===== src/sv/sdr_pkg.sv =====
`timescale 1ns / 1ps
// Shared types and constants of the series delta and rate block.
package sdr_pkg;

	typedef enum logic [1:0] {
		MODE_DIFF      = 2'd0,
		MODE_COUNTER   = 2'd1,
		MODE_RATE_MIN  = 2'd2,
		MODE_RATE_HOUR = 2'd3
	} mode_t;

	localparam int TS_BITS   = 64;
	localparam int MUL_CHUNK = 32;

	// ns per minute = KODD_MIN << KSH_MIN, ns per hour = KODD_HOUR << KSH_HOUR
	localparam int KODD_BITS = 29;
	localparam int KSH_MIN   = 11;
	localparam int KSH_HOUR  = 13;
	localparam logic [KODD_BITS-1:0] KODD_MIN  = 29'd29296875;
	localparam logic [KODD_BITS-1:0] KODD_HOUR = 29'd439453125;

	typedef struct packed {
		logic done;
		logic overflow;
	} div_status_t;

endpackage


===== src/sv/sdr_mul.sv =====
`timescale 1ns / 1ps
// Multi-cycle multiplier: magnitude times odd rate constant, one 32-bit chunk per cycle.
module sdr_mul import sdr_pkg::*; #(
	parameter int VALUE_BITS = 48
) (
	input  logic                            clk,
	input  logic                            arst_n,
	input  logic                            start,
	input  logic [VALUE_BITS-1:0]           mag,
	input  logic [KODD_BITS-1:0]            kodd,
	output logic [VALUE_BITS+KODD_BITS-1:0] product,
	output logic                            done
);

	localparam int PROD_W = VALUE_BITS + KODD_BITS;
	localparam int CHUNKS = (VALUE_BITS + MUL_CHUNK - 1) / MUL_CHUNK;
	localparam int PAD_W  = CHUNKS * MUL_CHUNK;
	localparam int CNT_W  = $clog2(CHUNKS + 1);
	localparam int PART_W = MUL_CHUNK + KODD_BITS;

	logic [PAD_W-1:0]     mag_q;
	logic [KODD_BITS-1:0] kodd_q;
	logic [PROD_W-1:0]    acc_q;
	logic [CNT_W-1:0]     cnt_q;
	logic                 busy_q;
	logic                 done_q;
	logic [PART_W-1:0]    partial;
	logic [PROD_W-1:0]    partial_sh;

	assign partial    = mag_q[MUL_CHUNK-1:0] * kodd_q;
	assign partial_sh = PROD_W'(partial) << (cnt_q * MUL_CHUNK);

	always_ff @(posedge clk or negedge arst_n) begin
		if (!arst_n) begin
			busy_q <= 1'b0;
			done_q <= 1'b0;
			cnt_q  <= '0;
		end else begin
			done_q <= 1'b0;
			if (start) begin
				busy_q <= 1'b1;
				cnt_q  <= '0;
			end else if (busy_q) begin
				cnt_q <= cnt_q + CNT_W'(1);
				if (cnt_q == CNT_W'(CHUNKS - 1)) begin
					busy_q <= 1'b0;
					done_q <= 1'b1;
				end
			end
		end
	end

	// accumulate one partial product per cycle, lowest chunk first
	always_ff @(posedge clk) begin
		if (start) begin
			mag_q  <= PAD_W'(mag);
			kodd_q <= kodd;
			acc_q  <= '0;
		end else if (busy_q) begin
			mag_q <= mag_q >> MUL_CHUNK;
			acc_q <= acc_q + partial_sh;
		end
	end

	assign product = acc_q;
	assign done    = done_q;

endmodule


===== src/sv/sdr_div.sv =====
`timescale 1ns / 1ps
// Restoring divider: one quotient bit per cycle after a range check.
module sdr_div import sdr_pkg::*; #(
	parameter int VALUE_BITS = 48
) (
	input  logic                                     clk,
	input  logic                                     arst_n,
	input  logic                                     start,
	input  logic [VALUE_BITS+KODD_BITS+KSH_HOUR-1:0] numer,
	input  logic [TS_BITS-1:0]                       denom,
	output logic [VALUE_BITS-1:0]                    quot,
	output div_status_t                              status
);

	localparam int NUM_W = VALUE_BITS + KODD_BITS + KSH_HOUR;
	localparam int HI_W  = NUM_W - VALUE_BITS;
	localparam int CNT_W = $clog2(VALUE_BITS + 1);

	typedef enum logic [1:0] {
		D_IDLE,
		D_CHECK,
		D_RUN
	} dstate_t;

	dstate_t              state_q;
	div_status_t          stat_q;
	logic [CNT_W-1:0]     cnt_q;
	logic [TS_BITS-1:0]   den_q;
	logic [HI_W-1:0]      hi_q;
	logic [VALUE_BITS-1:0] lo_q;
	logic [TS_BITS-1:0]   rem_q;
	logic [TS_BITS:0]     trial;
	logic [TS_BITS:0]     trial_sub;
	logic                 fits;
	logic                 too_big;

	assign trial     = {rem_q, lo_q[VALUE_BITS-1]};
	assign trial_sub = trial - {1'b0, den_q};
	assign fits      = trial >= {1'b0, den_q};
	// quotient reaches 2^VALUE_BITS when the upper numerator part is not below the divisor
	assign too_big   = TS_BITS'(hi_q) >= den_q;

	always_ff @(posedge clk or negedge arst_n) begin
		if (!arst_n) begin
			state_q <= D_IDLE;
			stat_q  <= '0;
			cnt_q   <= '0;
		end else begin
			stat_q <= '0;
			case (state_q)
				D_IDLE: begin
					if (start) state_q <= D_CHECK;
				end
				D_CHECK: begin
					if (too_big) begin
						stat_q  <= '{done: 1'b1, overflow: 1'b1};
						state_q <= D_IDLE;
					end else begin
						cnt_q   <= CNT_W'(VALUE_BITS);
						state_q <= D_RUN;
					end
				end
				D_RUN: begin
					cnt_q <= cnt_q - CNT_W'(1);
					if (cnt_q == CNT_W'(1)) begin
						stat_q  <= '{done: 1'b1, overflow: 1'b0};
						state_q <= D_IDLE;
					end
				end
				default: state_q <= D_IDLE;
			endcase
		end
	end

	// shift numerator bits out of lo_q and quotient bits in behind them
	always_ff @(posedge clk) begin
		if (start) begin
			den_q <= denom;
			hi_q  <= numer[NUM_W-1 -: HI_W];
			lo_q  <= numer[VALUE_BITS-1:0];
		end else if (state_q == D_CHECK) begin
			rem_q <= TS_BITS'(hi_q);
		end else if (state_q == D_RUN) begin
			rem_q <= fits ? trial_sub[TS_BITS-1:0] : trial[TS_BITS-1:0];
			lo_q  <= {lo_q[VALUE_BITS-2:0], fits};
		end
	end

	assign quot   = lo_q;
	assign status = stat_q;

endmodule


===== src/sv/series_delta_and_rate.sv =====
`timescale 1ns / 1ps
// Top level: per-point difference, counter difference and rate of a time series.
//
//   channel  | handshake          | words
//   ---------+--------------------+------------------------------------------------------
//   in       | in_valid/in_ready  | timestamp_ns, sample_value, sample_present, series_start
//   out      | out_valid/out_ready| result_value, result_present, saturated
//   cfg      | cfg_we (no wait)   | cfg_wdata = transform_mode
//
// Null or zero results pass from the difference state to the final state, difference modes also
// pass the magnitude state, rate modes then a multiply over 32-bit chunks and one quotient bit
// per cycle, the quotient bits skipped when the range check finds an overflow.
// in_ready returns as the output register loads.
// Reset clears control state and the prior point; no clearing pass.
// A waiting result does not block the next word; the one after it holds in the final state.
module series_delta_and_rate import sdr_pkg::*; #(
	parameter int VALUE_BITS = 48
) (
	input  logic                         clk,
	input  logic                         arst_n,
	input  logic                         in_valid,
	output logic                         in_ready,
	input  logic [TS_BITS-1:0]           timestamp_ns,
	input  logic signed [VALUE_BITS-1:0] sample_value,
	input  logic                         sample_present,
	input  logic                         series_start,
	output logic                         out_valid,
	input  logic                         out_ready,
	output logic signed [VALUE_BITS-1:0] result_value,
	output logic                         result_present,
	output logic                         saturated,
	input  logic                         cfg_we,
	input  logic [1:0]                   cfg_wdata
);

	localparam int NUM_W  = VALUE_BITS + KODD_BITS + KSH_HOUR;
	localparam int PROD_W = VALUE_BITS + KODD_BITS;
	localparam logic [VALUE_BITS-1:0] MIN_MAG = {1'b1, {(VALUE_BITS-1){1'b0}}};
	localparam logic [VALUE_BITS-1:0] MAX_POS = {1'b0, {(VALUE_BITS-1){1'b1}}};

	typedef enum logic [2:0] {
		ST_IDLE,
		ST_DIFF,
		ST_ABS,
		ST_MUL,
		ST_DIV,
		ST_FIN
	} state_t;

	typedef enum logic [1:0] {
		K_NULL,
		K_ZERO,
		K_ARITH
	} kind_t;

	state_t                 state_q;
	mode_t                  mode_q;
	kind_t                  kind_q;
	logic [VALUE_BITS-1:0]  cur_q;
	logic [TS_BITS-1:0]     ts_q;
	logic                   pres_q;
	logic                   start_q;
	logic [VALUE_BITS-1:0]  prior_val_q;
	logic [TS_BITS-1:0]     prior_ts_q;
	logic                   prior_pres_q;
	logic                   have_prior_q;
	logic [VALUE_BITS:0]    diff_q;
	logic [TS_BITS-1:0]     gap_q;
	logic                   neg_q;
	logic [VALUE_BITS-1:0]  mag_q;
	logic                   ovf_q;
	logic                   mul_go_q;
	logic                   div_go_q;
	logic                   out_valid_q;
	logic [VALUE_BITS-1:0]  out_val_q;
	logic                   out_pres_q;
	logic                   out_sat_q;

	logic                   is_rate;
	logic [KODD_BITS-1:0]   kodd;
	logic [PROD_W-1:0]      product;
	logic                   mul_done;
	logic [NUM_W-1:0]       numer;
	logic [VALUE_BITS-1:0]  quot;
	div_status_t            div_stat;

	logic [VALUE_BITS-1:0]  clip_mag;
	logic [VALUE_BITS-1:0]  limit;
	logic [VALUE_BITS-1:0]  clip_sel;
	logic                   over;
	logic [VALUE_BITS-1:0]  fin_val;
	logic                   fin_pres;
	logic                   fin_sat;

	assign is_rate = mode_q inside {MODE_RATE_MIN, MODE_RATE_HOUR};
	assign kodd    = (mode_q == MODE_RATE_HOUR) ? KODD_HOUR : KODD_MIN;
	assign numer   = (mode_q == MODE_RATE_HOUR) ? (NUM_W'(product) << KSH_HOUR)
		: (NUM_W'(product) << KSH_MIN);

	sdr_mul #(.VALUE_BITS(VALUE_BITS)) u_mul (
		.clk     (clk),
		.arst_n  (arst_n),
		.start   (mul_go_q),
		.mag     (mag_q),
		.kodd    (kodd),
		.product (product),
		.done    (mul_done)
	);

	sdr_div #(.VALUE_BITS(VALUE_BITS)) u_div (
		.clk    (clk),
		.arst_n (arst_n),
		.start  (div_go_q),
		.numer  (numer),
		.denom  (gap_q),
		.quot   (quot),
		.status (div_stat)
	);

	// clip to the signed range and apply sign
	always_comb begin
		clip_mag = is_rate ? quot : mag_q;
		limit    = neg_q ? MIN_MAG : MAX_POS;
		over     = (is_rate && ovf_q) || (clip_mag > limit);
		clip_sel = over ? limit : clip_mag;
		fin_val  = neg_q ? (VALUE_BITS'(0) - clip_sel) : clip_sel;
		fin_sat  = over;
		fin_pres = 1'b1;
		case (kind_q)
			K_ARITH: begin
				// counter reset: a drop yields the current value
				if (mode_q == MODE_COUNTER && neg_q) begin
					fin_val = cur_q;
					fin_sat = 1'b0;
				end
			end
			K_ZERO: begin
				fin_val = '0;
				fin_sat = 1'b0;
			end
			default: begin
				fin_val  = '0;
				fin_sat  = 1'b0;
				fin_pres = 1'b0;
			end
		endcase
	end

	always_ff @(posedge clk or negedge arst_n) begin
		if (!arst_n) begin
			state_q      <= ST_IDLE;
			mode_q       <= MODE_DIFF;
			kind_q       <= K_NULL;
			cur_q        <= '0;
			ts_q         <= '0;
			pres_q       <= 1'b0;
			start_q      <= 1'b0;
			prior_val_q  <= '0;
			prior_ts_q   <= '0;
			prior_pres_q <= 1'b0;
			have_prior_q <= 1'b0;
			diff_q       <= '0;
			gap_q        <= '0;
			neg_q        <= 1'b0;
			mag_q        <= '0;
			ovf_q        <= 1'b0;
			mul_go_q     <= 1'b0;
			div_go_q     <= 1'b0;
			out_valid_q  <= 1'b0;
			out_val_q    <= '0;
			out_pres_q   <= 1'b0;
			out_sat_q    <= 1'b0;
		end else begin
			mul_go_q <= 1'b0;
			div_go_q <= 1'b0;
			if (cfg_we) mode_q <= mode_t'(cfg_wdata);
			// drop the taken word unless the final state reloads the register
			if (out_valid_q && out_ready && state_q != ST_FIN) out_valid_q <= 1'b0;
			case (state_q)
				ST_IDLE: begin
					if (in_valid) begin
						cur_q   <= sample_value;
						ts_q    <= timestamp_ns;
						pres_q  <= sample_present;
						start_q <= series_start;
						state_q <= ST_DIFF;
					end
				end
				ST_DIFF: begin
					diff_q <= {cur_q[VALUE_BITS-1], cur_q}
						- {prior_val_q[VALUE_BITS-1], prior_val_q};
					gap_q  <= ts_q - prior_ts_q;
					if (start_q || !have_prior_q) begin
						kind_q  <= K_NULL;
						state_q <= ST_FIN;
					end else if (is_rate && ts_q <= prior_ts_q) begin
						kind_q  <= K_ZERO;
						state_q <= ST_FIN;
					end else if (!(pres_q && prior_pres_q)) begin
						kind_q  <= K_NULL;
						state_q <= ST_FIN;
					end else begin
						kind_q  <= K_ARITH;
						state_q <= ST_ABS;
					end
					// every point becomes the prior point, null or not
					prior_val_q  <= cur_q;
					prior_ts_q   <= ts_q;
					prior_pres_q <= pres_q;
					have_prior_q <= 1'b1;
				end
				ST_ABS: begin
					neg_q <= diff_q[VALUE_BITS];
					mag_q <= diff_q[VALUE_BITS] ? VALUE_BITS'(~diff_q + (VALUE_BITS+1)'(1))
						: diff_q[VALUE_BITS-1:0];
					if (is_rate) begin
						mul_go_q <= 1'b1;
						state_q  <= ST_MUL;
					end else begin
						state_q <= ST_FIN;
					end
				end
				ST_MUL: begin
					if (mul_done) begin
						div_go_q <= 1'b1;
						state_q  <= ST_DIV;
					end
				end
				ST_DIV: begin
					if (div_stat.done) begin
						ovf_q   <= div_stat.overflow;
						state_q <= ST_FIN;
					end
				end
				ST_FIN: begin
					// hold until the output register is free
					if (!out_valid_q || out_ready) begin
						out_val_q   <= fin_val;
						out_pres_q  <= fin_pres;
						out_sat_q   <= fin_sat;
						out_valid_q <= 1'b1;
						state_q     <= ST_IDLE;
					end
				end
				default: state_q <= ST_IDLE;
			endcase
		end
	end

	assign in_ready       = (state_q == ST_IDLE);
	assign out_valid      = out_valid_q;
	assign result_value   = out_val_q;
	assign result_present = out_pres_q;
	assign saturated      = out_sat_q;

endmodule


===== config.mk =====
export PLATFORM = sky130hd
export DESIGN_NAME = series_delta_and_rate
export DESIGN_NICKNAME = d
export VERILOG_FILES = /design/src/sv/sdr_pkg.sv /design/src/sv/sdr_mul.sv /design/src/sv/sdr_div.sv /design/src/sv/series_delta_and_rate.sv
export SDC_FILE = /design/constraint.sdc
export NUM_CORES = 2
export LEC_CHECK = 0
export BUFFER_PORTS_ARGS = -buffer_cell sky130_fd_sc_hd__buf_2
export CORE_MARGIN = 10
export CORE_UTILIZATION = 54
export CTS_CLUSTER_DIAMETER = 40
export DETAILED_ROUTE_END_ITERATION = 8
export PLACE_DENSITY_LB_ADDON = 0.12
export SYNTH_ARGS = -nofsm -noshare
export SYNTH_HDL_FRONTEND = slang
export SYNTH_HIERARCHICAL = 1
export SYNTH_SLANG_ARGS = --single-unit

===== constraint.sdc =====
create_clock -name clk -period 11.9 [get_ports clk]
set_input_delay 1.785 -clock clk [delete_from_list [all_inputs] [get_ports clk]]
set_output_delay 1.785 -clock clk [all_outputs]
set_load 0.005 [all_outputs]

# Word-level counts from Yosys, hierarchy flattened
# Cells that the tools add are included.
word_totals:
  regBits: 837
  elab_cells: 159
classes:
  n_mul: 1
  addsub: 8
  n_bitwise: 2
  n_shift: 1
  reduce_logical: 26
  n_eq_ne: 23
  magnitude_cmp: 4
  muxes: 56
op_table:
  columns: ["operator", "count"]
  rows:
  - ["$mux 48", 12]
  - ["$mux 64", 2]
  - ["$sub 64x64->64", 2]
  - ["$mux 88", 1]
  - ["$add 77x77->77", 1]
  - ["$shl 61x7->77", 1]
  - ["$ge 65x64->1", 1]
  - ["$ge 42x64->1", 1]
  - ["$le 64x64->1", 1]
  - ["$mul 32x29->61", 1]
  - ["$sub 48x48->49", 1]
  - ["$add 48x1->48 const B", 1]
  - ["$gt 48x48->1", 1]
  - ["$not 48->48", 1]
  - ["$sub 1x48->48 const A", 1]
  - ["$mux 42", 1]
  - ["$mux 29", 1]
  - ["$mux 3", 8]
  - ["$mux 2", 10]
  - ["$pmux 3 s6", 1]
  - ["$mux 1", 16]
  - ["$reduce_and 2->1", 7]
  - ["$pmux 6 s2", 1]
  - ["$ne 2x2->1 const B", 5]
  - ["22 further kinds", 43]

# Longest topological paths before layout
logic_depth:
  ltp_word: 10
  depth_mapped: 44

# Modules after synthesis
# Netlist, hierarchy kept.
by_module_without_submodules:
  columns: ["module", "seq_area_each_um2", "instances", "area_per_inst_um2", "cells_each"]
  rows:
  - ["sdr_mul", 3953.8, 1, 41228.3, 4672]
  - ["series_delta_and_rate", 11285.8, 1, 28396.0, 3160]
  - ["sdr_div", 6796.5, 1, 14117.3, 1318]

# Least setup slack after synthesis
# No wires, ideal clock.
synth_timing:
  path_type: "register to register"
  from: "register u_mul.mag_q[7]"
  to: "register u_mul.acc_q[67] (netlist: u_mul/product[67])"
  t_arrival_ns: 9.536
  stages_incl_launch_ff: 42
  setup_slack_ns: 2.234
  setup_time_ns: 0.130
  path_cell_list: "edfxtp_1 clkbuf_1 clkbuf_1 nand2_1 fa_1 inv_1 fa_1 fa_1 inv_1 fa_1 inv_1 fa_1 inv_1 fa_1 inv_1 fa_1 inv_1 fa_1 [6 not listed] a21oi_1 a21oi_1 o21ai_0 xnor2_1 mux2_2 nor2_1 ha_1 clkbuf_1 a21o_1 a211oi_1 inv_1 o31ai_1 o221ai_1 a21oi_1 o21ai_2 a21boi_0 xor2_1 o21ai_0"
synth_via:
  elab_chain_len: 3
synth_rtl:
  columns: ["element", "line_no", "text"]
  rows:
  - ["from (decl)", "sdr_mul.sv:21", "logic [PAD_W-1:0] mag_q;"]
  - ["from (signal assigned)", "sdr_mul.sv:56", "mag_q <= PAD_W'(mag);"]
  - ["from (signal assigned)", "sdr_mul.sv:60", "mag_q <= mag_q >> MUL_CHUNK;"]
  - ["$mul 32x29->61", "sdr_mul.sv:30", "assign partial = mag_q[MUL_CHUNK-1:0] * kodd_q;"]
  - ["$shl 61x7->77", "sdr_mul.sv:31", "assign partial_sh = PROD_W'(partial) << (cnt_q * MUL_CHUNK);"]
  - ["$add 77x77->77", "sdr_mul.sv:61", "acc_q <= acc_q + partial_sh;"]
  - ["to (signal assigned)", "sdr_mul.sv:61", null]
  - ["to (decl)", "sdr_mul.sv:23", "logic [PROD_W-1:0] acc_q;"]
# Every way passes these cells.
# A chain may end at the register's enable or synchronous reset.

# Worst setup path in the final report
layout_timing:
  from: "register u_mul.mag_q[14]"
  to: "register u_mul.acc_q[48] (netlist: u_mul/product[48])"
# The elaborated chain is that of the path after synthesis.

==> impl_metrics.env <==
export IMPL_fin_crit_sh=0.961
export IMPL_endpoint_kind="flip-flop"
export IMPL_yosysWarnings=6
export IMPL_drt_wl_total_mm=264
export IMPL_ys_seq_area_frac=0.263
export IMPL_ys_ff_latch=837
export IMPL_first_pass_iters=6
export IMPL_ioPinCount=173
export IMPL_gpl_final_weighted_congestion=0.951
export IMPL_grt_pass1_wl_mm=405
export IMPL_min_period_ns=11.44
export IMPL_vias=67400
export IMPL_syn2layout_area_growth_pct=10.1
export IMPL_cts_made_buffers=159
export IMPL_crit_top_cell="fa_1"
export IMPL_synthCells=9150
export IMPL_rows=144
export IMPL_final_setup_skew_ns=0.0377
export IMPL_synth_top_area_share=0.193
export IMPL_avgSynthCellArea_um2=9.15
export IMPL_die_w_um=414
export IMPL_critPathSlowestCell="edfxtp_1"
export IMPL_ant_nets=0
export IMPL_arrival_ns=12.08
export IMPL_finalNetCount=10700
export IMPL_antenna_found_initial=11
export IMPL_wire_per_inst_um=23.3
export IMPL_status="finished with violations"
export IMPL_portBuffers=172
export IMPL_regToRegSetupSlack_ns=0.46
export IMPL_maxCapViolations=1
export IMPL_synth_edff_count=295
export IMPL_fmaxAchievable_mhz=87.4
export IMPL_cts_buffer_depth=3
export IMPL_path_class="flip-flop to flip-flop"
export IMPL_clkTransAtPathRegs_ns=0.05
export IMPL_yosysMostFrequentCell="inv_1"
export IMPL_synthFlopType="dfrtp_1"
export IMPL_ys_types=111
export IMPL_globalRouteTotalUtil=0.305
export IMPL_setup_violations_final=0
export IMPL_fp_dieH_um=414
export IMPL_crit_fanout=12
export IMPL_worst_pin_slew_ns=1.56
export IMPL_finalHoldViolations=0
export IMPL_synth_area_top_cells="fa_1 19%, dfrtp_1 14%, edfxtp_1 11%, ha_1 9.0%, inv_1 5.1%"
export IMPL_yosys_area_top_type="fa_1"
export IMPL_drc=0
export IMPL_dp_hpwl_mm=207
export IMPL_multi_input_area_um2=55700
export IMPL_grt_pass1_vias=67100
export IMPL_hold_buffers=0
export IMPL_layout_drive_gt1_share=0.106
export IMPL_fillCellCount=13500
export IMPL_placed_cell_area_um2=86500
export IMPL_cts_root_buffer="clkbuf_16"
export IMPL_htreeDepth=4
export IMPL_die_area_um2=171000
export IMPL_setup_slack_ns=0.459
export IMPL_insertion_delay_ns=0.80
export IMPL_hp_class="flip-flop to flip-flop"
export IMPL_grt_ovfl_total=0
export IMPL_slowest_delay_ns=0.96
export IMPL_start_kind="flip-flop"
export IMPL_core_area_um2=154000
export IMPL_avgViaCountPerCell=5.93
export IMPL_syn_cell_area_um2=83700
export IMPL_slew_viol_final=4
export IMPL_ff_latch_area_um2=22100
export IMPL_critPathRequiredTime_ns=12.54
export IMPL_grt_max_degree=163
export IMPL_drt_initial_drc_count=6011
export IMPL_async_reset_ff_frac=0.556
export IMPL_netlist_top_cells_count="1,146 x inv_1, 1,094 x nand2_1, 809 x fa_1"
export IMPL_fin_area_um2=92200
export IMPL_cts_tree="done"
export IMPL_preCtsSetupSlack_ns=0.130
export IMPL_initial_utilization=0.544
export IMPL_cts_sinks=837
export IMPL_slew_headroom=-0.0507
export IMPL_violations="max-capacitance violations, max-slew violations"
## sequential cells by signal (all words and copies together), names as in the netlist, 42 cells and up
register and count:
prior_val_q 48, u_mul/product 77, u_div/quot 48, u_mul/mag_q 48
cur_q 48, gap_q 64, prior_ts_q 64, ts_q 64
u_div/hi_q 42, mag_q 48, u_div/den_q 64, result_value 48
u_div/rem_q 64, diff_q 49
## routing by layer
layer | global-route usage | wire length [µm] | vias up
li1 | - | - | 30700
met1 | 0.442 | 119000 | 33500
met2 | 0.459 | 115000 | 2673
met3 | 0.0630 | 21900 | 451
met4 | 0.0892 | 8620 | 2
met5 | 0 | 13 | -
## critical path: cells and delay by family (launching register included)
family                     cells  cell delay, ns
adders and majority gates     10            4.99
and+or+nand+nor               11            2.32
AOI/OAI and AO/OA              8            1.96
DFF                            1            0.96
xor gates and xnor gates       2            0.57
buffers and inverters          4            0.24
muxes                          1            0.24
## path summary, 6_finish.rpt
check | start | endpoint | cells past startpoint
max | u_mul/mag_q[14]$_DFFE_PP_ | u_mul/product[48]$_SDFFE_PP0P_ | 36
min | gap_q[31]$_DFFE_PN0P_ | u_div/den_q[31]$_DFFE_PP_ | 0
max reg2reg | u_mul/mag_q[14]$_DFFE_PP_ | u_mul/product[48]$_SDFFE_PP0P_ | 36
min reg2reg | gap_q[31]$_DFFE_PN0P_ | u_div/den_q[31]$_DFFE_PP_ | 0
max in group asynchronous | arst_n | neg_q$_DFFE_PN0P_ | 2
min in group asynchronous | arst_n | ts_q[36]$_DFFE_PN0P_ | 1
## kinds of logic after synthesis
| kind of cell | share of synthesized area |
|---|---|
| AOI/OAI and AO/OA | 0.138 |
| xor gates and xnor gates | 0.0335 |
| adders and majority gates | 0.283 |
| buffers and inverters | 0.0739 |
| DFF | 0.263 |
| muxes | 0.0510 |
| other | 0.0000897 |
| and+or+nand+nor | 0.157 |
## what timing repair did
action	in CTS	in global routing
resized for setup	0	4
endpoints found under the hold margin	0	0
buffers inserted	0	28
endpoints found under the setup margin	0	17
## per-stage QoR
| stage | util | hold WS (ns) | TNS [ns] | instances |
|---|---|---|---|---|
| 2_1_floorplan | - | 0.421 | 0 | 9172 |
| 3_3_place_gp | 0.561 | 0.435 | 0 | 11000 |
| 3_5_place_dp | 0.561 | 0.433 | 0 | 11000 |
| 4_1_cts | 0.596 | 0.447 | 0 | 11300 |
| 5_1_grt | 0.598 | 0.450 | -0.0816 | 11400 |
| 6_report | 0.598 | 0.445 | 0 | 11400 |
## placed cells by master, fill, tap and decap left out, drive strengths merged, types with 109 or more instances in the layout
master,instances
ha,600
mux2,284
xnor2,157
inv,1187
clkbuf,191
a21oi,526
dfrtp,465
xor2,163
nand2,1094
edfxtp,295
nand3,109
nor2,400
buf,330
a21o,176
fa,809
nand4,118
o21ai,577
and2,583
## cell type report
| cell class | count | share of cell area |
|---|---|---|
| Inverter | 1147 | 0.0467 |
| Clock inverter | 103 | 0.0118 |
| Clock buffer | 190 | 0.0461 |
| Tap cell | 2044 | 0.0277 |
| Multi-Input combinational cell | 6704 | 0.604 |
| Antenna cell | 4 | 0.000109 |
| Timing Repair Buffer | 331 | 0.0246 |
| Sequential cell | 837 | 0.239 |
Power is not shown: default switching activity piles up to over one toggle a cycle in this logic, so the estimate is an artifact.
